File: config.mk
export PLATFORM = sky130hd
export DESIGN_NAME = tcp_option_decoder
export DESIGN_NICKNAME = d
export VERILOG_FILES = /design/src/hw/rtl/tod_pkg.sv /design/src/hw/rtl/tod_in_reg.sv /design/src/hw/rtl/tod_parser.sv /design/src/hw/rtl/tod_out_reg.sv /design/src/hw/rtl/tcp_option_decoder.sv
export SDC_FILE = /design/constraint.sdc
export NUM_CORES = 1
export LEC_CHECK = 0
export BUFFER_PORTS_ARGS = -buffer_cell sky130_fd_sc_hd__buf_2
export CELL_PAD_IN_SITES_DETAIL_PLACEMENT = 1
export CELL_PAD_IN_SITES_GLOBAL_PLACEMENT = 1
export CORE_MARGIN = 10
export CORE_UTILIZATION = 52
export DETAILED_ROUTE_END_ITERATION = 10
export PLACE_DENSITY_LB_ADDON = 0.1
export SLEW_MARGIN = 10
export SYNTH_ARGS = -nofsm -noshare
export SYNTH_HDL_FRONTEND = slang
export SYNTH_SLANG_ARGS = --single-unit
File: constraint.sdc
create_clock -name clk -period 14.6 [get_ports clk]
set_input_delay 2.92 -clock clk [delete_from_list [all_inputs] [get_ports clk]]
set_output_delay 2.92 -clock clk [all_outputs]
set_load 0.02 [all_outputs]
File: src/hw/rtl/tod_pkg.sv
// Shared types, codes and constants of the TCP option decoder.
package tod_pkg;

    // Byte position within one option list at which the list is forced to end.
    localparam int OPTION_BYTES_MAX = 40;
    localparam int CNT_W = $clog2(OPTION_BYTES_MAX + 1);

    // Option kind codes seen on the wire.
    localparam logic [7:0] OPT_MSS    = 8'd2;
    localparam logic [7:0] OPT_WSCALE = 8'd3;
    localparam logic [7:0] OPT_SACKOK = 8'd4;
    localparam logic [7:0] OPT_SACK   = 8'd5;
    localparam logic [7:0] OPT_TS     = 8'd8;

    // Decoded record kinds.
    localparam logic [3:0] REC_EOL       = 4'd0;
    localparam logic [3:0] REC_NOP       = 4'd1;
    localparam logic [3:0] REC_MSS       = 4'd2;
    localparam logic [3:0] REC_WSCALE    = 4'd3;
    localparam logic [3:0] REC_SACKOK    = 4'd4;
    localparam logic [3:0] REC_SACK      = 4'd5;
    localparam logic [3:0] REC_SACK_MALF = 4'd6;
    localparam logic [3:0] REC_TS        = 4'd7;
    localparam logic [3:0] REC_UNKNOWN   = 4'd8;
    localparam logic [3:0] REC_BAD       = 4'd9;

    typedef enum logic [1:0] {
        PH_KIND,
        PH_LEN,
        PH_BODY,
        PH_DISCARD
    } phase_t;

    typedef struct packed {
        logic [7:0] option_byte;
        logic       last_byte;
    } in_item_t;

    typedef struct packed {
        logic [3:0]  record_kind;
        logic [31:0] first_value;
        logic [31:0] second_value;
        logic        list_done;
    } record_t;

endpackage

File: src/hw/rtl/tod_in_reg.sv
// Input register of the TCP option decoder.
module tod_in_reg (
    input  logic              clk,
    input  logic              rst_n,
    input  logic              s_tvalid,
    output logic              s_tready,
    input  logic [7:0]        s_tdata,   // [7:0] option_byte
    input  logic              s_tlast,   // last_byte
    input  logic              advance,
    output logic              item_valid,
    output tod_pkg::in_item_t item
);
    import tod_pkg::*;

    logic     valid_reg;
    logic     valid_next;
    in_item_t item_reg;

    assign s_tready   = !valid_reg || advance;
    assign valid_next = s_tready ? s_tvalid : valid_reg;
    assign item_valid = valid_reg;
    assign item       = item_reg;

    always_ff @(posedge clk or negedge rst_n)
    begin
        if (!rst_n)
        begin
            valid_reg <= 1'b0;
        end
        else
        begin
            valid_reg <= valid_next;
        end
    end

    always_ff @(posedge clk)
    begin
        if (s_tvalid && s_tready)
        begin
            item_reg.option_byte <= s_tdata;
            item_reg.last_byte   <= s_tlast;
        end
    end

endmodule

File: src/hw/rtl/tod_parser.sv
// Option parse state and per-byte decode of the TCP option decoder.
module tod_parser (
    input  logic              clk,
    input  logic              rst_n,
    input  logic              take,
    input  tod_pkg::in_item_t item,
    output logic              rec_hit,
    output tod_pkg::record_t  rec
);
    import tod_pkg::*;

    phase_t           phase_reg, phase_next;
    logic [7:0]       kind_reg, kind_next;
    logic [7:0]       left_reg, left_next;
    logic [7:0]       body_reg, body_next;
    logic [31:0]      acc_a_reg, acc_a_next;
    logic [31:0]      acc_b_reg, acc_b_next;
    logic [CNT_W-1:0] cnt_reg, cnt_next;

    logic [CNT_W-1:0] cnt_inc;
    logic             ending;
    logic [2:0]       total_lo;
    logic             sack_ok;
    logic [7:0]       byte_in;

    assign byte_in = item.option_byte;

    always_comb
    begin
        phase_next = phase_reg;
        kind_next  = kind_reg;
        left_next  = left_reg;
        body_next  = body_reg;
        acc_a_next = acc_a_reg;
        acc_b_next = acc_b_reg;
        rec_hit    = 1'b0;
        rec        = '0;
        total_lo   = body_reg[2:0] + left_reg[2:0];
        sack_ok    = (kind_reg == OPT_SACK) && (total_lo == 3'd0);

        cnt_inc = (cnt_reg < CNT_W'(OPTION_BYTES_MAX)) ? cnt_reg + 1'b1 : cnt_reg;
        ending  = item.last_byte || (cnt_inc >= CNT_W'(OPTION_BYTES_MAX));

        unique case (phase_reg)
            PH_LEN:
            begin
                unique case (kind_reg)
                    OPT_MSS:
                    begin
                        left_next  = 8'd2;
                        phase_next = PH_BODY;
                    end
                    OPT_WSCALE:
                    begin
                        left_next  = 8'd1;
                        phase_next = PH_BODY;
                    end
                    OPT_SACKOK:
                    begin
                        rec_hit         = 1'b1;
                        rec.record_kind = REC_SACKOK;
                        phase_next      = PH_KIND;
                    end
                    OPT_TS:
                    begin
                        left_next  = 8'd8;
                        phase_next = PH_BODY;
                    end
                    default:
                    begin
                        // SACK and unknown kinds take their size from the length byte
                        if (byte_in < 8'd2)
                        begin
                            rec_hit         = 1'b1;
                            rec.record_kind = REC_BAD;
                            phase_next      = PH_DISCARD;
                        end
                        else if (byte_in == 8'd2)
                        begin
                            rec_hit         = 1'b1;
                            rec.record_kind = (kind_reg == OPT_SACK) ? REC_SACK_MALF
                                                                     : REC_UNKNOWN;
                            phase_next      = PH_KIND;
                        end
                        else
                        begin
                            left_next  = byte_in - 8'd2;
                            phase_next = PH_BODY;
                        end
                    end
                endcase
            end
            PH_BODY:
            begin
                if (kind_reg == OPT_MSS || kind_reg == OPT_WSCALE)
                begin
                    acc_a_next = {acc_a_reg[23:0], byte_in};
                end
                else if (kind_reg == OPT_TS)
                begin
                    if (body_reg < 8'd4)
                        acc_a_next = {acc_a_reg[23:0], byte_in};
                    else
                        acc_b_next = {acc_b_reg[23:0], byte_in};
                end
                else if (kind_reg == OPT_SACK)
                begin
                    if (body_reg[2] == 1'b0)
                        acc_a_next = {acc_a_reg[23:0], byte_in};
                    else
                        acc_b_next = {acc_b_reg[23:0], byte_in};
                end
                body_next = body_reg + 8'd1;
                if (left_reg != 8'd0)
                    left_next = left_reg - 8'd1;
                // Emit each SACK block as soon as its eighth byte lands
                if (sack_ok && body_next[2:0] == 3'd0)
                begin
                    rec_hit          = 1'b1;
                    rec.record_kind  = REC_SACK;
                    rec.first_value  = acc_a_next;
                    rec.second_value = acc_b_next;
                end
                if (left_next == 8'd0)
                begin
                    phase_next = PH_KIND;
                    if (kind_reg == OPT_MSS)
                    begin
                        rec_hit         = 1'b1;
                        rec.record_kind = REC_MSS;
                        rec.first_value = {16'd0, acc_a_next[15:0]};
                    end
                    else if (kind_reg == OPT_WSCALE)
                    begin
                        rec_hit         = 1'b1;
                        rec.record_kind = REC_WSCALE;
                        rec.first_value = {24'd0, acc_a_next[7:0]};
                    end
                    else if (kind_reg == OPT_TS)
                    begin
                        rec_hit          = 1'b1;
                        rec.record_kind  = REC_TS;
                        rec.first_value  = acc_a_next;
                        rec.second_value = acc_b_next;
                    end
                    else if (kind_reg == OPT_SACK)
                    begin
                        if (!sack_ok)
                        begin
                            rec_hit         = 1'b1;
                            rec.record_kind = REC_SACK_MALF;
                        end
                    end
                    else
                    begin
                        rec_hit         = 1'b1;
                        rec.record_kind = REC_UNKNOWN;
                    end
                end
            end
            PH_DISCARD:
            begin
                // drop bytes until the list ends
            end
            default:
            begin
                kind_next = byte_in;
                if (byte_in <= 8'd1)
                begin
                    rec_hit         = 1'b1;
                    rec.record_kind = byte_in[3:0];
                    phase_next      = PH_KIND;
                end
                else
                begin
                    phase_next = PH_LEN;
                    left_next  = 8'd0;
                    body_next  = 8'd0;
                    acc_a_next = 32'd0;
                    acc_b_next = 32'd0;
                end
            end
        endcase

        cnt_next = cnt_inc;
        if (ending)
        begin
            // An option still open at the end of the list is truncated
            if (phase_next == PH_LEN || phase_next == PH_BODY)
            begin
                rec_hit          = 1'b1;
                rec.record_kind  = REC_BAD;
                rec.first_value  = 32'd0;
                rec.second_value = 32'd0;
            end
            phase_next = PH_KIND;
            cnt_next   = '0;
        end
        rec.list_done = ending;
    end

    always_ff @(posedge clk or negedge rst_n)
    begin
        if (!rst_n)
        begin
            phase_reg <= PH_KIND;
            kind_reg  <= 8'd0;
            left_reg  <= 8'd0;
            body_reg  <= 8'd0;
            acc_a_reg <= 32'd0;
            acc_b_reg <= 32'd0;
            cnt_reg   <= '0;
        end
        else if (take)
        begin
            phase_reg <= phase_next;
            kind_reg  <= kind_next;
            left_reg  <= left_next;
            body_reg  <= body_next;
            acc_a_reg <= acc_a_next;
            acc_b_reg <= acc_b_next;
            cnt_reg   <= cnt_next;
        end
    end

    a_cnt_in_range: assert property (@(posedge clk) disable iff (!rst_n)
        cnt_reg < CNT_W'(OPTION_BYTES_MAX))
        else $error("list byte count reached the forced end without clearing");

    a_body_has_bytes: assert property (@(posedge clk) disable iff (!rst_n)
        phase_reg == PH_BODY |-> left_reg != 8'd0)
        else $error("option body phase with no bytes left");

    a_end_resets: assert property (@(posedge clk) disable iff (!rst_n)
        take && ending |=> phase_reg == PH_KIND && cnt_reg == '0)
        else $error("parser did not return to kind phase after list end");

    a_bad_zero: assert property (@(posedge clk) disable iff (!rst_n)
        rec_hit && rec.record_kind == REC_BAD |->
            rec.first_value == 32'd0 && rec.second_value == 32'd0)
        else $error("bad record carries nonzero values");

    a_discard_quiet: assert property (@(posedge clk) disable iff (!rst_n)
        phase_reg == PH_DISCARD |-> !rec_hit)
        else $error("record produced while discarding");

endmodule

File: src/hw/rtl/tod_out_reg.sv
// Result register of the TCP option decoder.
module tod_out_reg (
    input  logic             clk,
    input  logic             rst_n,
    input  logic             load,
    input  logic             rec_hit,
    input  tod_pkg::record_t rec,
    output logic             advance,
    output logic             m_tvalid,
    input  logic             m_tready,
    output logic [71:0]      m_tdata,  // [3:0] record_kind, [35:4] first_value,
                                       // [67:36] second_value, [71:68] zero
    output logic             m_tlast   // list_done
);
    import tod_pkg::*;

    logic    valid_reg;
    logic    valid_next;
    record_t rec_reg;

    assign advance    = !valid_reg || m_tready;
    assign valid_next = advance ? (load && rec_hit) : valid_reg;

    always_ff @(posedge clk or negedge rst_n)
    begin
        if (!rst_n)
        begin
            valid_reg <= 1'b0;
        end
        else
        begin
            valid_reg <= valid_next;
        end
    end

    always_ff @(posedge clk)
    begin
        if (advance && load && rec_hit)
        begin
            rec_reg <= rec;
        end
    end

    assign m_tvalid = valid_reg;
    assign m_tdata  = {4'd0, rec_reg.second_value, rec_reg.first_value, rec_reg.record_kind};
    assign m_tlast  = rec_reg.list_done;

endmodule

File: src/hw/rtl/tcp_option_decoder.sv
// TCP option decoder top level: input register, per-byte parser, result register.
//
//  channel  | dir | signals                          | item
//  ---------+-----+----------------------------------+------------------------------
//  s_*      | in  | tvalid tready tdata[7:0] tlast   | one option byte, last marks end
//  m_*      | out | tvalid tready tdata[71:0] tlast  | one decoded record, end of list
//
//  One byte is taken per cycle while the result register is not stalled; each byte
//  is held in the input register, and its record, if any, is loaded from there into
//  the result register, which drives m_tvalid. A record thus passes the input
//  register and then the result register before it can leave.
//  Reset (rst_n low, asynchronous) empties both registers and returns the parser
//  to expecting an option kind at the start of a list.
//  A stall on m_tready holds the result and the byte behind it; s_tready falls
//  only when both registers are occupied and m_tready is low.
module tcp_option_decoder (
    input  logic        clk,
    input  logic        rst_n,
    input  logic        s_tvalid,
    output logic        s_tready,
    input  logic [7:0]  s_tdata,   // [7:0] option_byte
    input  logic        s_tlast,   // last_byte
    output logic        m_tvalid,
    input  logic        m_tready,
    output logic [71:0] m_tdata,   // [3:0] record_kind, [35:4] first_value,
                                   // [67:36] second_value, [71:68] zero
    output logic        m_tlast    // list_done
);
    import tod_pkg::*;

    logic     advance;
    logic     item_valid;
    in_item_t item;
    logic     take;
    logic     rec_hit;
    record_t  rec;

    assign take = item_valid && advance;

    tod_in_reg u_in_reg (
        .clk        (clk),
        .rst_n      (rst_n),
        .s_tvalid   (s_tvalid),
        .s_tready   (s_tready),
        .s_tdata    (s_tdata),
        .s_tlast    (s_tlast),
        .advance    (advance),
        .item_valid (item_valid),
        .item       (item)
    );

    tod_parser u_parser (
        .clk     (clk),
        .rst_n   (rst_n),
        .take    (take),
        .item    (item),
        .rec_hit (rec_hit),
        .rec     (rec)
    );

    tod_out_reg u_out_reg (
        .clk      (clk),
        .rst_n    (rst_n),
        .load     (take),
        .rec_hit  (rec_hit),
        .rec      (rec),
        .advance  (advance),
        .m_tvalid (m_tvalid),
        .m_tready (m_tready),
        .m_tdata  (m_tdata),
        .m_tlast  (m_tlast)
    );

endmodule

==> out/qor.yml <==
largest_register_ffs: 68
yosysMostFrequentCell: "dfrtp_1"
pre_cts_ws_ns: 8.13
clock_sinks: 176
ys_top_cells_by_area: "dfrtp_1, edfxtp_1, a22o_1"
ys_types: 67
yosysSeqAreaShare_pct: 51.6
met2_length_mm: 12.7
tritoncts: "yes"
worst_path_most_repeated_cell: "buf_2"
antenna_left: 0
finalCoreUtilization_pct: 59.7
grt.overflow.total: 0
ys.flop_type: "dfrtp_1"
grtUsageTotal_pct: 21.3
leakage_nw: 4.18
design_area_sq_um: 10400
setup_viol: 0
p_per_area_nw_per_um2: 171
tightest_slew_ns: 1.19
dieArea_sq_um: 23600
via_per_inst: 6.45
synth-seq-cells: 176
rows: 48
fp.dieW_um: 154
remaining_drc_errors: 0
synth_edf_count: 78
areaGrowthSynthToFinish_pct: 11.7
routed_wl_mm: 25.4
diodes: 0
ff2ff_path_depth: 8
clock.fmax_mhz: 155
finalNetCount: 856
vias: 6892
fin_crit_ns: 6.45
start_kind: "primary input"
placed_area_sq_um: 9780
top_layer_used: "met4"
synth_area_sq_um: 9300
fin_tns_setup_ns: 0
yosys.area.top_type: "dfrtp_1"
multiInputGateArea_sq_um: 4190
slew_headroom_pct: 20.4
path_cells: "buf_2 > nor2b_1 > nand2_1 > buf_2"
hold_path_class: "flip-flop to flip-flop"
synth_top_area_share_pct: 26.4
final.setup.worst_slack_ns: 8.15
cp_slowest_cell: "nor2b_1"
rrSetupSlack_ns: 10.01
regArea_sq_um: 4790
port-buffer-count: 83
hpwl_mm: 16.5
end_kind: "primary output"
cts.path.max_buffers: 2
cap_violations: 0
finalHoldViolCount: 0
peakVddDrop_mv: 0.113
whs_path_depth: 1
async_flop_share_pct: 55.7
finalHoldWorstSlack_ns: 0.513
r2r-start: "u_parser.phase_reg[0]$_DFFE_PN0P_"
grt_max_degree: 83
met1Wirelength_mm: 11.2
cts_hold_buffers: 0
period_share_pct: 44.2
cts_made_buffers: 17
slew_viol_final: 0
crit_path_max_incr_delay_ns: 0.19
worstSkewPairLatency_ns: 0.45
drive_gt1_share_pct: 21.9
syn_inst: 793
wl_met3_mm: 1.14
fin_skew_ns: 0.0122
h-tree-depth: 4
die_h_um: 154
grt_first_pass_wirelength_mm: 40.8
crit_arrival_ns: 3.53
r2r_end: "u_out_reg.m_tdata[34]$_DFFE_PP_"
path_max_fanout: 3
min_to: "u_parser.kind_reg[4]$_DFFE_PN0P_"
hold_start: "u_parser.kind_reg[4]$_DFFE_PN0P_"
synth_common_cells: "dfrtp_1, a22o_1, edfxtp_1"
gp_congestion: 0.828
dr.pass1.iters: 5
yosysWarningCount: 0
antenna_found_initial: 0
cts_setup_buffers: 0
cp_data_required_time_ns: 11.68
io_pins: 88
crit_type: "primary input to primary output"
syn_avg_cell_area_sq_um: 11.7
start_util_pct: 53.4
post_cts_resize_count: 0
grt_pass1_vias: 7210
rsz0062_at_grt: "false"
dr.first_iter.drc_count: 526
status: "completed"
cts-root-buf: "clkbuf_16"
routedWlPerCell_um: 23.8
fill_cells: 1784
clkSlewWorstSetupHoldPaths_ns: 0.07
core_sq_um: 17400
-- layer usage --
layer / GRT usage (%) / vias up
met1: 27.7 / 3557
met4: 6.70 / 0
met3: 4.13 / 31
met2: 35.1 / 187
li1: - / 3117
met5: 0 / -
-- layout make-up --
type / instances / area share, %
Tap cell: 225 / 2.71
Timing Repair Buffer: 91 / 4.60
Clock buffer: 22 / 4.66
Clock inverter: 10 / 1.20
Inverter: 9 / 0.325
Sequential cell: 176 / 46.1
Multi-Input combinational cell: 535 / 40.4
-- layout by cell type (no fill, tap or decap), types with 5 or more instances in the layout --
| cell type | Yosys | routed |
|---|---|---|
| nor2_1 | 17 | 17 |
| dfrtp_1 | 98 | 98 |
| a21oi_1 | 16 | 14 |
| nand2_1 | 67 | 66 |
| nand2b_1 | 9 | 9 |
| a31o_2 | 17 | 17 |
| nor4b_1 | 39 | 39 |
| mux2_2 | 6 | 6 |
| nor3_1 | 20 | 20 |
| a21o_1 | 7 | 7 |
| xnor2_1 | 5 | 5 |
| a22o_1 | 87 | 87 |
| and2_1 | 6 | 6 |
| inv_1 | 9 | 9 |
| mux2i_1 | 64 | 64 |
| edfxtp_1 | 78 | 78 |
| clkbuf_16 | 0 | 17 |
| or3_1 | 6 | 6 |
| o21ai_0 | 41 | 41 |
| nor4b_2 | 28 | 28 |
| buf_2 | 11 | 82 |
| nand3_1 | 13 | 13 |
| buf_4 | 5 | 9 |
| ha_1 | 12 | 11 |
-- stage by stage --
stage	power (mW)	std cells
CTS	1.78	1068
global route	1.86	1068
floorplan	1.12	796
detailed placement	1.31	1036
global placement	1.28	1036
finish	1.77	1068
-- worst max-delay path by stage --
stage | to | depth (start not counted) | startpoint
after global placement | s_tready | 4 | m_tready
after detailed placement | s_tready | 4 | m_tready
after CTS | s_tready | 4 | m_tready
after floorplan | u_out_reg.m_tdata[0]$_DFFE_PP_ | 3 | m_tready
final | s_tready | 4 | m_tready
after global routing | s_tready | 4 | m_tready
-- kinds of logic after synthesis --
kind of cell	share of synthesized area (%)
simple gates	16.8
xor+xnor	1.10
mux	7.62
buf+inv	4.10
compound gates	17.0
other cells	0.0403
fa+ha+maj	1.83
flops	51.6
-- where the power goes --
group / total [mW] / switching, mW / internal [mW]
Combinational: 0.608 / 0.438 / 0.170
Sequential: 0.689 / 0.0556 / 0.633
Clock: 0.476 / 0.203 / 0.273
Total: 1.77 / 0.697 / 1.08
-- worst max-delay path: cells and delay by family --
family / cells / cell delay (ns)
buffers and inverters: 2 / 0.28
AND/OR/NAND/NOR: 2 / 0.32
No activity file was read; power rests on OpenSTA's default activity.
